`config.mk`:
```
export PLATFORM = sky130hd
export DESIGN_NAME = pedometer_step_detector_top
export DESIGN_NICKNAME = d
export VERILOG_FILES = /design/src/hw/rtl/ped_pkg.sv /design/src/hw/rtl/ped_cfg_regs.sv /design/src/hw/rtl/ped_ctrl.sv /design/src/hw/rtl/ped_datapath.sv /design/src/hw/rtl/pedometer_step_detector_top.sv
export SDC_FILE = /design/constraint.sdc
export NUM_CORES = 2
export LEC_CHECK = 0
export BUFFER_PORTS_ARGS = -buffer_cell sky130_fd_sc_hd__buf_4
export CAP_MARGIN = 20
export CELL_PAD_IN_SITES_DETAIL_PLACEMENT = 0
export CELL_PAD_IN_SITES_GLOBAL_PLACEMENT = 1
export CORE_ASPECT_RATIO = 1.75
export CORE_UTILIZATION = 50
export CTS_CLUSTER_SIZE = 8
export DETAILED_ROUTE_END_ITERATION = 10
export PLACE_DENSITY = 0.93
export SYNTH_ARGS = -nofsm -noshare
export SYNTH_HDL_FRONTEND = slang
export SYNTH_SLANG_ARGS = --single-unit
```
`constraint.sdc`:
```
create_clock -name aclk -period 19.1 [get_ports aclk]
set_input_delay 2.865 -clock aclk [delete_from_list [all_inputs] [get_ports aclk]]
set_output_delay 2.865 -clock aclk [all_outputs]
set_load 0.05 [all_outputs]
```
`src/hw/rtl/ped_pkg.sv`:
```
// Shared types, constants and register reset values for the pedometer step detector.
// No dependencies; every other file in hw/rtl imports this package.
package ped_pkg;

    // Field widths
    localparam int COUNT_BITS     = 32;
    localparam int ACCEL_BITS     = 16;
    localparam int TIME_BITS      = 32;
    localparam int ALPHA_BITS     = 16;
    localparam int LEVEL_BITS     = 15;
    localparam int GAP_BITS       = 16;
    localparam int MAG_BITS       = 16;
    localparam int OUT_COUNT_BITS = 32;
    localparam int OPCODE_BITS    = 2;
    localparam int CFG_INDEX_BITS = 3;
    localparam int CFG_DATA_BITS  = 32;

    // Square root and multiplier sizing
    localparam int SUM_W       = 2 * ACCEL_BITS + 2;
    localparam int ROOT_W      = SUM_W / 2;
    localparam int REM_W       = ROOT_W + 1;
    localparam int SQRT_CNT_W  = $clog2(ROOT_W);
    localparam int ROOT_EXT_W  = (ROOT_W > MAG_BITS) ? ROOT_W : MAG_BITS + 1;
    localparam int MUL_W       = (ACCEL_BITS + 1 > MAG_BITS + 2) ? ACCEL_BITS + 1 : MAG_BITS + 2;
    localparam int PROD_W      = 2 * MUL_W;

    // Input opcodes
    typedef logic [OPCODE_BITS-1:0] opcode_t;
    localparam opcode_t OP_SAMPLE    = 2'd0;
    localparam opcode_t OP_RST_TODAY = 2'd1;
    localparam opcode_t OP_RST_BOTH  = 2'd2;

    // Configuration register indexes
    typedef logic [CFG_INDEX_BITS-1:0] cfg_index_t;
    localparam cfg_index_t CFG_FAST_ALPHA   = 3'd0;
    localparam cfg_index_t CFG_SLOW_ALPHA   = 3'd1;
    localparam cfg_index_t CFG_PEAK_LEVEL   = 3'd2;
    localparam cfg_index_t CFG_VALLEY_LEVEL = 3'd3;
    localparam cfg_index_t CFG_MIN_STEP_GAP = 3'd4;
    localparam cfg_index_t CFG_SAMPLE_GAP   = 3'd5;
    localparam cfg_index_t CFG_DAY_LENGTH   = 3'd6;

    // Register reset values
    localparam logic [ALPHA_BITS-1:0] FAST_ALPHA_RST   = 16'd19661;
    localparam logic [ALPHA_BITS-1:0] SLOW_ALPHA_RST   = 16'd1311;
    localparam logic [LEVEL_BITS-1:0] PEAK_LEVEL_RST   = 15'd573;
    localparam logic [LEVEL_BITS-1:0] VALLEY_LEVEL_RST = 15'd205;
    localparam logic [GAP_BITS-1:0]   MIN_STEP_GAP_RST = 16'd250;
    localparam logic [GAP_BITS-1:0]   SAMPLE_GAP_RST   = 16'd20;
    localparam logic [TIME_BITS-1:0]  DAY_LENGTH_RST   = 32'd86400000;

    localparam logic [MAG_BITS-1:0] MAG_MAX = {MAG_BITS{1'b1}};

    typedef struct packed {
        logic [OPCODE_BITS-1:0]       opcode;
        logic [TIME_BITS-1:0]         now_ms;
        logic signed [ACCEL_BITS-1:0] accel_x;
        logic signed [ACCEL_BITS-1:0] accel_y;
        logic signed [ACCEL_BITS-1:0] accel_z;
    } ped_in_t;

    typedef struct packed {
        logic                      sample_used;
        logic                      step_counted;
        logic                      day_rolled;
        logic [OUT_COUNT_BITS-1:0] today_count;
        logic [OUT_COUNT_BITS-1:0] total_count;
    } ped_out_t;

    typedef struct packed {
        logic [ALPHA_BITS-1:0] fast_alpha;
        logic [ALPHA_BITS-1:0] slow_alpha;
        logic [LEVEL_BITS-1:0] peak_level;
        logic [LEVEL_BITS-1:0] valley_level;
        logic [GAP_BITS-1:0]   min_step_gap_ms;
        logic [GAP_BITS-1:0]   sample_gap_ms;
        logic [TIME_BITS-1:0]  day_length_ms;
    } ped_cfg_t;

    // Datapath operations, one per cycle
    typedef enum logic [3:0] {
        DP_NOP,
        DP_LOAD,
        DP_SQ_X,
        DP_SQ_Y,
        DP_SQ_Z,
        DP_SQ_SUM,
        DP_SQRT_STEP,
        DP_FAST_MUL,
        DP_FAST_UPD,
        DP_SLOW_MUL,
        DP_SLOW_UPD,
        DP_DETECT,
        DP_DAY,
        DP_RST_TODAY,
        DP_RST_BOTH,
        DP_RESULT
    } dp_op_t;

    typedef enum logic [3:0] {
        ST_IDLE,
        ST_CHECK,
        ST_SQ_X,
        ST_SQ_Y,
        ST_SQ_Z,
        ST_SQ_SUM,
        ST_SQRT,
        ST_FAST_MUL,
        ST_FAST_UPD,
        ST_SLOW_MUL,
        ST_SLOW_UPD,
        ST_DETECT,
        ST_DAY,
        ST_RST_TODAY,
        ST_RST_BOTH,
        ST_DONE
    } ped_state_t;

    typedef struct packed {
        dp_op_t op;
    } ped_cmd_t;

    typedef struct packed {
        opcode_t opcode;
        logic    gate_ok;
        logic    sqrt_last;
    } ped_status_t;

endpackage

```
`src/hw/rtl/ped_cfg_regs.sv`:
```
// Configuration register file of the pedometer step detector.
// Depends on ped_pkg for the register indexes, reset values and ped_cfg_t.
module ped_cfg_regs (
    input  logic                                aclk,
    input  logic                                aresetn,
    input  logic                                cfg_valid,
    output logic                                cfg_ready,
    input  logic [ped_pkg::CFG_INDEX_BITS-1:0]  cfg_index,
    input  logic [ped_pkg::CFG_DATA_BITS-1:0]   cfg_data,
    output ped_pkg::ped_cfg_t                   cfg
);
    import ped_pkg::*;

    ped_cfg_t cfg_reg;

    assign cfg_ready = 1'b1;
    assign cfg       = cfg_reg;

    // Write the addressed register on each config beat
    always_ff @(posedge aclk) begin
        if (!aresetn) begin
            cfg_reg.fast_alpha      <= FAST_ALPHA_RST;
            cfg_reg.slow_alpha      <= SLOW_ALPHA_RST;
            cfg_reg.peak_level      <= PEAK_LEVEL_RST;
            cfg_reg.valley_level    <= VALLEY_LEVEL_RST;
            cfg_reg.min_step_gap_ms <= MIN_STEP_GAP_RST;
            cfg_reg.sample_gap_ms   <= SAMPLE_GAP_RST;
            cfg_reg.day_length_ms   <= DAY_LENGTH_RST;
        end else if (cfg_valid) begin
            unique case (cfg_index)
                CFG_FAST_ALPHA:   cfg_reg.fast_alpha      <= cfg_data[ALPHA_BITS-1:0];
                CFG_SLOW_ALPHA:   cfg_reg.slow_alpha      <= cfg_data[ALPHA_BITS-1:0];
                CFG_PEAK_LEVEL:   cfg_reg.peak_level      <= cfg_data[LEVEL_BITS-1:0];
                CFG_VALLEY_LEVEL: cfg_reg.valley_level    <= cfg_data[LEVEL_BITS-1:0];
                CFG_MIN_STEP_GAP: cfg_reg.min_step_gap_ms <= cfg_data[GAP_BITS-1:0];
                CFG_SAMPLE_GAP:   cfg_reg.sample_gap_ms   <= cfg_data[GAP_BITS-1:0];
                CFG_DAY_LENGTH:   cfg_reg.day_length_ms   <= cfg_data[TIME_BITS-1:0];
                default: ;
            endcase
        end
    end

endmodule

```
`src/hw/rtl/ped_ctrl.sv`:
```
// Step detector controller: one datapath operation a cycle unless stalled in ST_DONE.
// Depends on ped_pkg for the state, command and status types.
module ped_ctrl (
    input  logic                  aclk,
    input  logic                  aresetn,
    input  logic                  s_valid,
    output logic                  s_ready,
    output logic                  m_valid,
    input  logic                  m_ready,
    input  ped_pkg::ped_status_t  status,
    output ped_pkg::ped_cmd_t     cmd
);
    import ped_pkg::*;

    ped_state_t state_reg, state_next;
    logic       m_valid_reg, m_valid_next;

    assign s_ready = (state_reg == ST_IDLE);
    assign m_valid = m_valid_reg;

    always_ff @(posedge aclk) begin
        if (!aresetn) begin
            state_reg   <= ST_IDLE;
            m_valid_reg <= 1'b0;
        end else begin
            state_reg   <= state_next;
            m_valid_reg <= m_valid_next;
        end
    end

    // Next state and datapath command
    always_comb begin
        state_next   = state_reg;
        m_valid_next = m_valid_reg;
        cmd.op       = DP_NOP;
        if (m_valid_reg && m_ready) begin
            m_valid_next = 1'b0;
        end
        unique case (state_reg)
            ST_IDLE: begin
                if (s_valid) begin
                    cmd.op     = DP_LOAD;
                    state_next = ST_CHECK;
                end
            end
            ST_CHECK: begin
                unique case (status.opcode)
                    OP_SAMPLE:    state_next = status.gate_ok ? ST_SQ_X : ST_DONE;
                    OP_RST_TODAY: state_next = ST_RST_TODAY;
                    OP_RST_BOTH:  state_next = ST_RST_BOTH;
                    default:      state_next = ST_DONE;
                endcase
            end
            ST_SQ_X: begin
                cmd.op     = DP_SQ_X;
                state_next = ST_SQ_Y;
            end
            ST_SQ_Y: begin
                cmd.op     = DP_SQ_Y;
                state_next = ST_SQ_Z;
            end
            ST_SQ_Z: begin
                cmd.op     = DP_SQ_Z;
                state_next = ST_SQ_SUM;
            end
            ST_SQ_SUM: begin
                cmd.op     = DP_SQ_SUM;
                state_next = ST_SQRT;
            end
            ST_SQRT: begin
                cmd.op = DP_SQRT_STEP;
                if (status.sqrt_last) begin
                    state_next = ST_FAST_MUL;
                end
            end
            ST_FAST_MUL: begin
                cmd.op     = DP_FAST_MUL;
                state_next = ST_FAST_UPD;
            end
            ST_FAST_UPD: begin
                cmd.op     = DP_FAST_UPD;
                state_next = ST_SLOW_MUL;
            end
            ST_SLOW_MUL: begin
                cmd.op     = DP_SLOW_MUL;
                state_next = ST_SLOW_UPD;
            end
            ST_SLOW_UPD: begin
                cmd.op     = DP_SLOW_UPD;
                state_next = ST_DETECT;
            end
            ST_DETECT: begin
                cmd.op     = DP_DETECT;
                state_next = ST_DAY;
            end
            ST_DAY: begin
                cmd.op     = DP_DAY;
                state_next = ST_DONE;
            end
            ST_RST_TODAY: begin
                cmd.op     = DP_RST_TODAY;
                state_next = ST_DONE;
            end
            ST_RST_BOTH: begin
                cmd.op     = DP_RST_BOTH;
                state_next = ST_DONE;
            end
            ST_DONE: begin
                // hold until the output register is free
                if (!m_valid_reg || m_ready) begin
                    cmd.op       = DP_RESULT;
                    m_valid_next = 1'b1;
                    state_next   = ST_IDLE;
                end
            end
            default: state_next = ST_IDLE;
        endcase
    end

endmodule

```
`src/hw/rtl/ped_datapath.sv`:
```
// Datapath of the pedometer step detector: squares, iterative square root, averages,
// peak/valley detection, day window and counters. Depends on ped_pkg.
module ped_datapath (
    input  logic                  aclk,
    input  logic                  aresetn,
    input  ped_pkg::ped_cfg_t     cfg,
    input  ped_pkg::ped_cmd_t     cmd,
    input  ped_pkg::ped_in_t      s_data,
    output ped_pkg::ped_status_t  status,
    output ped_pkg::ped_out_t     m_data
);
    import ped_pkg::*;

    // Item and working registers
    ped_in_t                   in_reg;
    logic signed [PROD_W-1:0]  prod_reg;
    logic [SUM_W-1:0]          sum_reg;
    logic [SUM_W-1:0]          rad_reg;
    logic [REM_W-1:0]          rem_reg;
    logic [ROOT_W-1:0]         root_reg;
    logic [SQRT_CNT_W-1:0]     sqrt_cnt_reg;
    logic                      used_reg;
    logic                      step_reg;
    logic                      roll_reg;
    ped_out_t                  out_reg;

    // Detector state
    logic [MAG_BITS-1:0]       fast_reg;
    logic [MAG_BITS-1:0]       slow_reg;
    logic                      armed_reg;
    logic [TIME_BITS-1:0]      last_sample_reg;
    logic [TIME_BITS-1:0]      last_step_reg;
    logic [TIME_BITS-1:0]      day_start_reg;
    logic [COUNT_BITS-1:0]     total_reg;
    logic [COUNT_BITS-1:0]     today_reg;

    logic signed [MUL_W-1:0]    mul_a;
    logic signed [MUL_W-1:0]    mul_b;
    logic signed [PROD_W-1:0]   mul_prod;
    logic [ROOT_W+2:0]          sqrt_cand;
    logic [ROOT_W+2:0]          sqrt_trial;
    logic [ROOT_W+2:0]          sqrt_diff;
    logic                       sqrt_take;
    logic [ROOT_EXT_W-1:0]      root_ext;
    logic [MAG_BITS-1:0]        mag;
    logic signed [MAG_BITS:0]   fast_diff;
    logic signed [MAG_BITS:0]   slow_diff;
    logic signed [PROD_W-1:0]   fast_sum;
    logic signed [PROD_W-1:0]   slow_sum;
    logic signed [MAG_BITS:0]   dev;
    logic [TIME_BITS-1:0]       now;
    logic [TIME_BITS-1:0]       day_eff;
    logic                       arm_now;
    logic                       step_now;
    logic                       roll_now;

    assign now = in_reg.now_ms;

    // Status back to the controller
    assign status.opcode    = in_reg.opcode;
    assign status.gate_ok   = (now - last_sample_reg) >= TIME_BITS'(cfg.sample_gap_ms);
    assign status.sqrt_last = (sqrt_cnt_reg == '0);

    // Saturate the root to the magnitude width
    assign root_ext = ROOT_EXT_W'(root_reg);
    assign mag      = (root_ext > ROOT_EXT_W'(MAG_MAX)) ? MAG_MAX : root_ext[MAG_BITS-1:0];

    assign fast_diff = $signed({1'b0, mag}) - $signed({1'b0, fast_reg});
    assign slow_diff = $signed({1'b0, fast_reg}) - $signed({1'b0, slow_reg});
    assign dev       = slow_diff;

    // Shared multiplier: squares, then the two blend products
    always_comb begin
        case (cmd.op)
            DP_SQ_X: begin
                mul_a = MUL_W'(in_reg.accel_x);
                mul_b = MUL_W'(in_reg.accel_x);
            end
            DP_SQ_Y: begin
                mul_a = MUL_W'(in_reg.accel_y);
                mul_b = MUL_W'(in_reg.accel_y);
            end
            DP_SQ_Z: begin
                mul_a = MUL_W'(in_reg.accel_z);
                mul_b = MUL_W'(in_reg.accel_z);
            end
            DP_FAST_MUL: begin
                mul_a = MUL_W'({1'b0, cfg.fast_alpha});
                mul_b = MUL_W'(fast_diff);
            end
            DP_SLOW_MUL: begin
                mul_a = MUL_W'({1'b0, cfg.slow_alpha});
                mul_b = MUL_W'(slow_diff);
            end
            default: begin
                mul_a = '0;
                mul_b = '0;
            end
        endcase
    end

    assign mul_prod = mul_a * mul_b;

    // Blend: old + alpha*(new - old), scaled by 2^16
    assign fast_sum = $signed(PROD_W'({fast_reg, {ALPHA_BITS{1'b0}}})) + prod_reg;
    assign slow_sum = $signed(PROD_W'({slow_reg, {ALPHA_BITS{1'b0}}})) + prod_reg;

    // One root bit per step from the top two radicand bits
    assign sqrt_cand  = {rem_reg, rad_reg[SUM_W-1 -: 2]};
    assign sqrt_trial = {1'b0, root_reg, 2'b01};
    assign sqrt_diff  = sqrt_cand - sqrt_trial;
    assign sqrt_take  = (sqrt_cand >= sqrt_trial);

    // Peak arming, step counting and day rollover decisions
    assign arm_now  = !armed_reg && (dev > $signed({2'b00, cfg.peak_level}))
                      && ((now - last_step_reg) >= TIME_BITS'(cfg.min_step_gap_ms));
    assign step_now = armed_reg && (dev < $signed({2'b00, cfg.valley_level}));
    assign day_eff  = (day_start_reg == '0) ? now : day_start_reg;
    assign roll_now = (now - day_eff) >= cfg.day_length_ms;

    // Working registers and result flags
    always_ff @(posedge aclk) begin
        case (cmd.op)
            DP_LOAD: begin
                in_reg   <= s_data;
                used_reg <= 1'b0;
                step_reg <= 1'b0;
                roll_reg <= 1'b0;
            end
            DP_SQ_X: begin
                prod_reg <= mul_prod;
                used_reg <= 1'b1;
            end
            DP_SQ_Y: begin
                sum_reg  <= SUM_W'(prod_reg);
                prod_reg <= mul_prod;
            end
            DP_SQ_Z: begin
                sum_reg  <= sum_reg + SUM_W'(prod_reg);
                prod_reg <= mul_prod;
            end
            DP_SQ_SUM: begin
                rad_reg      <= sum_reg + SUM_W'(prod_reg);
                rem_reg      <= '0;
                root_reg     <= '0;
                sqrt_cnt_reg <= SQRT_CNT_W'(ROOT_W - 1);
            end
            DP_SQRT_STEP: begin
                rad_reg      <= rad_reg << 2;
                sqrt_cnt_reg <= sqrt_cnt_reg - SQRT_CNT_W'(1);
                if (sqrt_take) begin
                    rem_reg  <= sqrt_diff[REM_W-1:0];
                    root_reg <= {root_reg[ROOT_W-2:0], 1'b1};
                end else begin
                    rem_reg  <= sqrt_cand[REM_W-1:0];
                    root_reg <= {root_reg[ROOT_W-2:0], 1'b0};
                end
            end
            DP_FAST_MUL, DP_SLOW_MUL: begin
                prod_reg <= mul_prod;
            end
            DP_DETECT: begin
                step_reg <= step_now;
            end
            DP_DAY: begin
                roll_reg <= roll_now;
            end
            DP_RESULT: begin
                out_reg.sample_used  <= used_reg;
                out_reg.step_counted <= step_reg;
                out_reg.day_rolled   <= roll_reg;
                out_reg.today_count  <= OUT_COUNT_BITS'(today_reg);
                out_reg.total_count  <= OUT_COUNT_BITS'(total_reg);
            end
            default: ;
        endcase
    end

    // Detector state and counters
    always_ff @(posedge aclk) begin
        if (!aresetn) begin
            fast_reg        <= '0;
            slow_reg        <= '0;
            armed_reg       <= 1'b0;
            last_sample_reg <= '0;
            last_step_reg   <= '0;
            day_start_reg   <= '0;
            total_reg       <= '0;
            today_reg       <= '0;
        end else begin
            case (cmd.op)
                DP_SQ_X: begin
                    last_sample_reg <= now;
                end
                DP_FAST_UPD: begin
                    fast_reg <= fast_sum[ALPHA_BITS+MAG_BITS-1:ALPHA_BITS];
                end
                DP_SLOW_UPD: begin
                    slow_reg <= slow_sum[ALPHA_BITS+MAG_BITS-1:ALPHA_BITS];
                end
                DP_DETECT: begin
                    if (arm_now) begin
                        armed_reg <= 1'b1;
                    end else if (step_now) begin
                        armed_reg     <= 1'b0;
                        total_reg     <= total_reg + COUNT_BITS'(1);
                        today_reg     <= today_reg + COUNT_BITS'(1);
                        last_step_reg <= now;
                    end
                end
                DP_DAY: begin
                    if (roll_now) begin
                        today_reg     <= '0;
                        day_start_reg <= now;
                    end else begin
                        day_start_reg <= day_eff;
                    end
                end
                DP_RST_TODAY: begin
                    today_reg     <= '0;
                    day_start_reg <= now;
                end
                DP_RST_BOTH: begin
                    today_reg     <= '0;
                    total_reg     <= '0;
                    day_start_reg <= now;
                end
                default: ;
            endcase
        end
    end

    assign m_data = out_reg;

endmodule

```
`src/hw/rtl/pedometer_step_detector_top.sv`:
```
// Pedometer step detector, peak/valley scheme in Q4.12 fixed point.
// A used sample passes the gate check, squares and sum, square root steps, average,
// detect and day steps and the output step; the next item is taken only once the last
// result is in the output register. A skipped sample or unused opcode goes from the gate
// check to the output step, a reset event via its reset step. The output register holds a
// result while the next item is accepted. Synchronous active-low reset restores defaults.
module pedometer_step_detector_top (
    input  logic                                aclk,
    input  logic                                aresetn,
    input  logic                                s_valid,
    output logic                                s_ready,
    input  ped_pkg::ped_in_t                    s_data,
    output logic                                m_valid,
    input  logic                                m_ready,
    output ped_pkg::ped_out_t                   m_data,
    input  logic                                cfg_valid,
    output logic                                cfg_ready,
    input  logic [ped_pkg::CFG_INDEX_BITS-1:0]  cfg_index,
    input  logic [ped_pkg::CFG_DATA_BITS-1:0]   cfg_data
);
    import ped_pkg::*;

    ped_cfg_t    cfg;
    ped_cmd_t    cmd;
    ped_status_t status;

    ped_cfg_regs u_cfg (
        .aclk      (aclk),
        .aresetn   (aresetn),
        .cfg_valid (cfg_valid),
        .cfg_ready (cfg_ready),
        .cfg_index (cfg_index),
        .cfg_data  (cfg_data),
        .cfg       (cfg)
    );

    ped_ctrl u_ctrl (
        .aclk    (aclk),
        .aresetn (aresetn),
        .s_valid (s_valid),
        .s_ready (s_ready),
        .m_valid (m_valid),
        .m_ready (m_ready),
        .status  (status),
        .cmd     (cmd)
    );

    ped_datapath u_dp (
        .aclk    (aclk),
        .aresetn (aresetn),
        .cfg     (cfg),
        .cmd     (cmd),
        .s_data  (s_data),
        .status  (status),
        .m_data  (m_data)
    );

endmodule

```
---- After elaboration in Yosys (flattened, before gate mapping) ----
Cells that the tools add are included.
word-level totals
  register bits after elaboration ......... 618
  bits in latches ......................... 0
  RAM bits ................................ 0
  bits in read-only memories .............. 0
  bits of input ports ..................... 122
  output and inout port bits .............. 70
  logic and storage cells ................. 174
  memories kept ........................... 0
cells by class
  add/subtract/negate cells ............... 12
  multiply operators ...................... 1
  div/mod/pow operators ................... 0
  order comparisons ....................... 7
  equal/unequal tests ..................... 44
  shifts and indexed selects .............. 0
  multiplexer cells ....................... 37
  bitwise operators ....................... 1
  reduce and logical (&&, ||, !) cells .... 36
operator list
  cell                     number
  $mux W32                 7
  $pmux W18 S5             2
  $pmux W34 S2             2
  $pmux W32 S2             2
  $pmux W32 S3             1
  $sub A32 B32 Y32         3
  $add A32 B1 Y32 const B  2
  $add A32 B32 Y32         2
  $eq A4 B4 Y1 const B     16
  $ge A32 B16 Y1           2
  $pmux W4 S15             1
  $pmux W4 S14             1
  $pmux W18 S2             1
  $add A34 B34 Y34         1
  $mul A18 B18 Y34         1
  $pmux W17 S2             1
  $sub A16 B16 Y17         2
  $eq A4 B3 Y1 const B     8
  $ge A32 B32 Y1           1
  $logic_not A32 Y1        1
  $ge A20 B19 Y1           1
  $mux W4                  5
  $mux W18                 1
  $sub A18 B18 Y18         1
  other kinds (34)         73

---- Logic depth before layout (Yosys ltp) ----
  word-level depth ........................ 8
  depth in mapped cells ................... 38

---- Cells and area by module ----
A second synthesis with hierarchy kept.
unflattened totals
  cells, all modules ...................... 5200
  area total of the unflattened synthesis .. 47092.7 um2
modules (own cells, without submodules)
  module        times used  cells an instance  area each (um2)
  ped_datapath  1           4672               41772.6
  ped_cfg_regs  1           472                4874.7
  ped_ctrl      1           56                 445.4

---- Worst setup path before layout ----
OpenSTA, ideal clock, no wires.
  path kind ............................... register to register
  from .................................... register u_dp.root_reg[16], in the netlist u_dp.root_ext[16]
  to ...................................... register u_dp.prod_reg[33] (data pin)
  library setup time ...................... 0.260 ns
  data arrival time ....................... 8.232 ns
  data required time ...................... 18.840 ns
  path slack .............................. 10.608 ns
  cell stages (with the launch flop) ...... 34
  buffers on the path ..................... 2
  clock period less this slack ............ 8.492 ns
  cell sequence ........................... edfxtp_1 -> inv_1 -> buf_1 -> nand2_1 -> ha_1 -> o21ai_0 -> nand2_1 -> o21ai_0 -> a31oi_1 -> a211o_1 -> o311a_1 -> o21a_1 -> or3_1 -> nand3_1 -> clkbuf_1 -> nand2_1 -> fa_1 -> fa_1 -> inv_1 -> fa_1 -> fa_1 -> fa_1 -> inv_1 -> fa_1 -> inv_1 -> ha_1 -> inv_1 -> o311ai_0 -> a31oi_1 -> o21ai_0 -> a211oi_1 -> o31ai_1 -> a21oi_1 -> xnor2_1
between the ends
  cells in the longest elaborated chain, start to end .. 5
ends and longest elaborated chain
  what                         RTL line             source
  start: declaration           ped_datapath.sv:20   logic [ROOT_W-1:0] root_reg;
  start signal: assignment     ped_datapath.sv:153  root_reg <= {root_reg[ROOT_W-2:0], 1'b1};
  start signal: assignment     ped_datapath.sv:156  root_reg <= {root_reg[ROOT_W-2:0], 1'b0};
  $gt A17 B16 Y1               ped_datapath.sv:66   assign mag = (root_ext > ROOT_EXT_W'(MAG_MAX)) ? MAG_MAX : root_ext[MAG_BITS-1:0];
  $mux W16                     ped_datapath.sv:66
  $sub A16 B16 Y17             ped_datapath.sv:68   assign fast_diff = $signed({1'b0, mag}) - $signed({1'b0, fast_reg});
  $pmux W18 S5                 ped_datapath.sv:74   case (cmd.op)
  $mul A18 B18 Y34             ped_datapath.sv:102  assign mul_prod = mul_a * mul_b;
  named net u_dp.mul_prod[33]  ped_datapath.sv:39   logic signed [PROD_W-1:0] mul_prod;
  end signal: assignment       ped_datapath.sv:131  prod_reg <= mul_prod;
  end signal: assignment       ped_datapath.sv:136  prod_reg <= mul_prod;
  end signal: assignment       ped_datapath.sv:140  prod_reg <= mul_prod;
  end: declaration             ped_datapath.sv:16   logic signed [PROD_W-1:0] prod_reg;
The timed path passes the listed nets, and every way through them passes these cells.
A chain may end at the register's enable or synchronous reset.

---- Worst setup path in the final report ----
Ends and elaborated chain as after synthesis.

==> impl_metrics.env <==
export IMPL_cts_hold_fix_buffers=0
export IMPL_reg2reg_setup_slack_ns=9.02
export IMPL_syn_to_final_growth_pct=11.3
export IMPL_die_h_microns=408
export IMPL_hp_start="u_dp.step_reg"
export IMPL_outcome="finished with violations"
export IMPL_totalWireLength_microns=138000
export IMPL_slew_headroom=0.295
export IMPL_multi_input_area_sq_mm=0.0288
export IMPL_yosysTopAreaCell="edfxtp_1"
export IMPL_grt_pass1_vias=38800
export IMPL_seqCellArea_sq_mm=0.0153
export IMPL_hold_viol_final=0
export IMPL_reg2reg_from="u_dp.root_ext[16]"
export IMPL_drt_iter0_drc=2160
export IMPL_holdPathEnd="u_dp.m_data[65]"
export IMPL_reg2reg_to="u_dp.prod_reg[33]"
export IMPL_p_leak_nw=22.2
export IMPL_dp_hpwl_microns=106000
export IMPL_postRouteAntennaNets=0
export IMPL_cts_max_level=3
export IMPL_clock_fmax_ghz=0.0992
export IMPL_start_util=0.506
export IMPL_grt_pass1_wl_microns=211000
export IMPL_cp_max_fo=17
export IMPL_clock_latency_ns=0.73
export IMPL_largest_reg_flops=126
export IMPL_slew_viol_final=0
export IMPL_ys_top_cells_by_count="780 x nand2_1, 633 x inv_1, 395 x ha_1"
export IMPL_io_buffer_count=190
export IMPL_cts_tree="yes"
export IMPL_core_sq_mm=0.0931
export IMPL_hp_class="flip-flop to flip-flop"
export IMPL_cts_resized=0
export IMPL_critPathLaunchType="flip-flop"
export IMPL_grt_start_max_net_pins=100
export IMPL_grt_overflow=0
export IMPL_dieArea_sq_mm=0.0955
export IMPL_synth_edf_count=294
export IMPL_worst_pin_slew_ns=1.03
export IMPL_synth_top_area_share=0.187
export IMPL_path_class="flip-flop to flip-flop"
export IMPL_synth_area_leaders="edfxtp_1 19%, dfxtp_1 14%, fa_1 13%, ha_1 10%, nand2_1 6.2%"
export IMPL_end_kind="flip-flop"
export IMPL_clk_pin_slew_ns=0.06
export IMPL_yosys_register_bits=618
export IMPL_finalWorstPathRequiredPeriod_ns=10.08
export IMPL_avgSynthCellArea_sq_um=8.99
export IMPL_powerDensity_mw_per_mm2=172
export IMPL_synth_area_sq_mm=0.0471
export IMPL_dp_cells=6495
export IMPL_cp_slowest_cell="a221o_1"
export IMPL_period_share=0.528
export IMPL_row_count=148
export IMPL_final_net_count=6218
export IMPL_critPathMaxStageDelay_ns=0.71
export IMPL_gr_usage_all_layers=0.291
export IMPL_drt_pass1_iter_count=11
export IMPL_violations="design-rule violations"
export IMPL_drv_cap=0
export IMPL_instances_no_fill=6648
export IMPL_synth_cell_types=91
export IMPL_gp_congestion=1.05
export IMPL_ys_warn_count=0
export IMPL_viasPerCell=5.73
export IMPL_arrival_ns=10.50
export IMPL_syn_instance_count=5243
export IMPL_tns_ns=0
export IMPL_synth_most_common_cell="nand2_1"
export IMPL_cp_common_cell="inv_1"
export IMPL_nFillCells=8342
export IMPL_peakVddDrop_mv=0.166
export IMPL_ff2ff_path_depth=35
export IMPL_seq_area_frac_synth=0.325
export IMPL_cts_buffer_depth=3
export IMPL_crit_required_ns=19.52
export IMPL_synthArstFlopShare=0
export IMPL_antenna_found_initial=3
export IMPL_rsz0062_at_grt="no"
export IMPL_fin_skew_ns=0.0611
export IMPL_synth_nets=6075
export IMPL_ios=192
export IMPL_vias=38100
export IMPL_setup_viol=0
export IMPL_drc=1
export IMPL_avgRoutedWirePerCell_microns=20.7
export IMPL_post_cts_buffers=0
export IMPL_worst_hold_path_num_cells=0
export IMPL_die_w_microns=234
export IMPL_cts_root_buf="clkbuf_16"
export IMPL_synthFlopType="dfxtp_1"
export IMPL_drive_gt1_frac=0.0742
export IMPL_cts_buffers=87
export IMPL_cts_sinks=618
## stage by stage
step	setup WS [ns]	utilization	cell area (sq um)	power (mW)	hold slack [ns]
after floorplan	10.61	-	47100	5.85	0.400
after global placement	9.15	0.534	49800	7.33	0.403
after detailed placement	9.18	0.535	49800	7.47	0.417
after CTS	9.12	0.563	52400	8.99	0.429
after global routing	8.39	0.563	52400	9.70	0.439
final	9.02	0.563	52400	9.00	0.422
## worst max-delay path by stage
| stage | depth (start not counted) | to | slack (ns) | startpoint |
|---|---|---|---|---|
| after floorplan | 33 | u_dp.prod_reg[33] | 10.61 | u_dp.root_ext[16] |
| after global placement | 35 | u_dp.prod_reg[33] | 9.15 | u_dp.root_ext[16] |
| after detailed placement | 35 | u_dp.prod_reg[33] | 9.18 | u_dp.root_ext[16] |
| after CTS | 35 | u_dp.prod_reg[33] | 9.12 | u_dp.root_ext[16] |
| after global routing | 35 | u_dp.prod_reg[33] | 8.39 | u_dp.root_ext[16] |
| final | 35 | u_dp.prod_reg[33] | 9.02 | u_dp.root_ext[16] |
## metal layers
layer	part of all wire	routed length, microns	track usage	vias to the layer above
met5	0.00019	26	0	-
met4	0.099	13700	0.249	4
met3	0.043	5990	0.0440	522
met2	0.53	72900	0.532	1058
met1	0.33	45300	0.277	18400
li1	-	-	-	18100
## kinds of logic (layout without fill, tap and decap cells)
kind of cell    Yosys count  count (layout)  share of synthesized area
fa+ha+maj               710             710                      0.239
other cells               1               2                  0.0000796
simple gates           1750            1750                      0.168
xor+xnor                225             225                     0.0418
flops                   618             618                      0.325
compound gates         1084            1084                      0.153
buf+inv                 816            1020                     0.0653
mux                      39              39                    0.00837
## placed cells by master, fill, tap and decap left out, drive strengths merged, types with 12 or more instances in the layout
| cell | instances |
|---|---|
| o21ai | 221 |
| mux2i | 36 |
| nand2b | 53 |
| fa | 315 |
| a2111oi | 12 |
| a21boi | 138 |
| edfxtp | 294 |
| nor2 | 384 |
| o21a | 42 |
| nand3 | 116 |
| o31ai | 15 |
| a21o | 93 |
| nand2 | 780 |
| a211o | 14 |
| nor4 | 16 |
| or3 | 30 |
| a31oi | 42 |
| inv | 634 |
| a221o | 15 |
| dfxtp | 324 |
| or2 | 24 |
| nand4 | 34 |
| xor2 | 84 |
| a21oi | 259 |
| a211oi | 30 |
| and2 | 49 |
| o21bai | 17 |
| xnor2 | 141 |
| buf | 236 |
| ha | 395 |
| nor3 | 69 |
| o211ai | 43 |
| and3 | 36 |
| nor2b | 106 |
| a22oi | 48 |
| clkbuf | 143 |
## power breakdown
group	total, mW	internal [mW]	switching (mW)
registers	1.92	1.74	0.186
clock network	1.49	0.864	0.624
logic	5.59	2.15	3.44
## critical path: cells and delay by family, from the launching register on
kind | cells | cell delay [ns]
DFF | 1 | 0.39
xor gates and xnor gates | 1 | 0.13
and+or+nand+nor | 4 | 0.56
AOI/OAI and AO/OA | 16 | 4.72
adders and majority gates | 8 | 3.35
buffers and inverters | 6 | 0.63
## final cells by class
class	count	share of cell area
inverter	634	0.0454
antenna	1	0.0000477
timing repair buffer	236	0.0343
multi-input combinational	3809	0.550
clock inverter	7	0.00382
clock buffer	143	0.0459
tap	1200	0.0286
sequential	618	0.292
No activity file was read; power rests on OpenSTA's default activity.
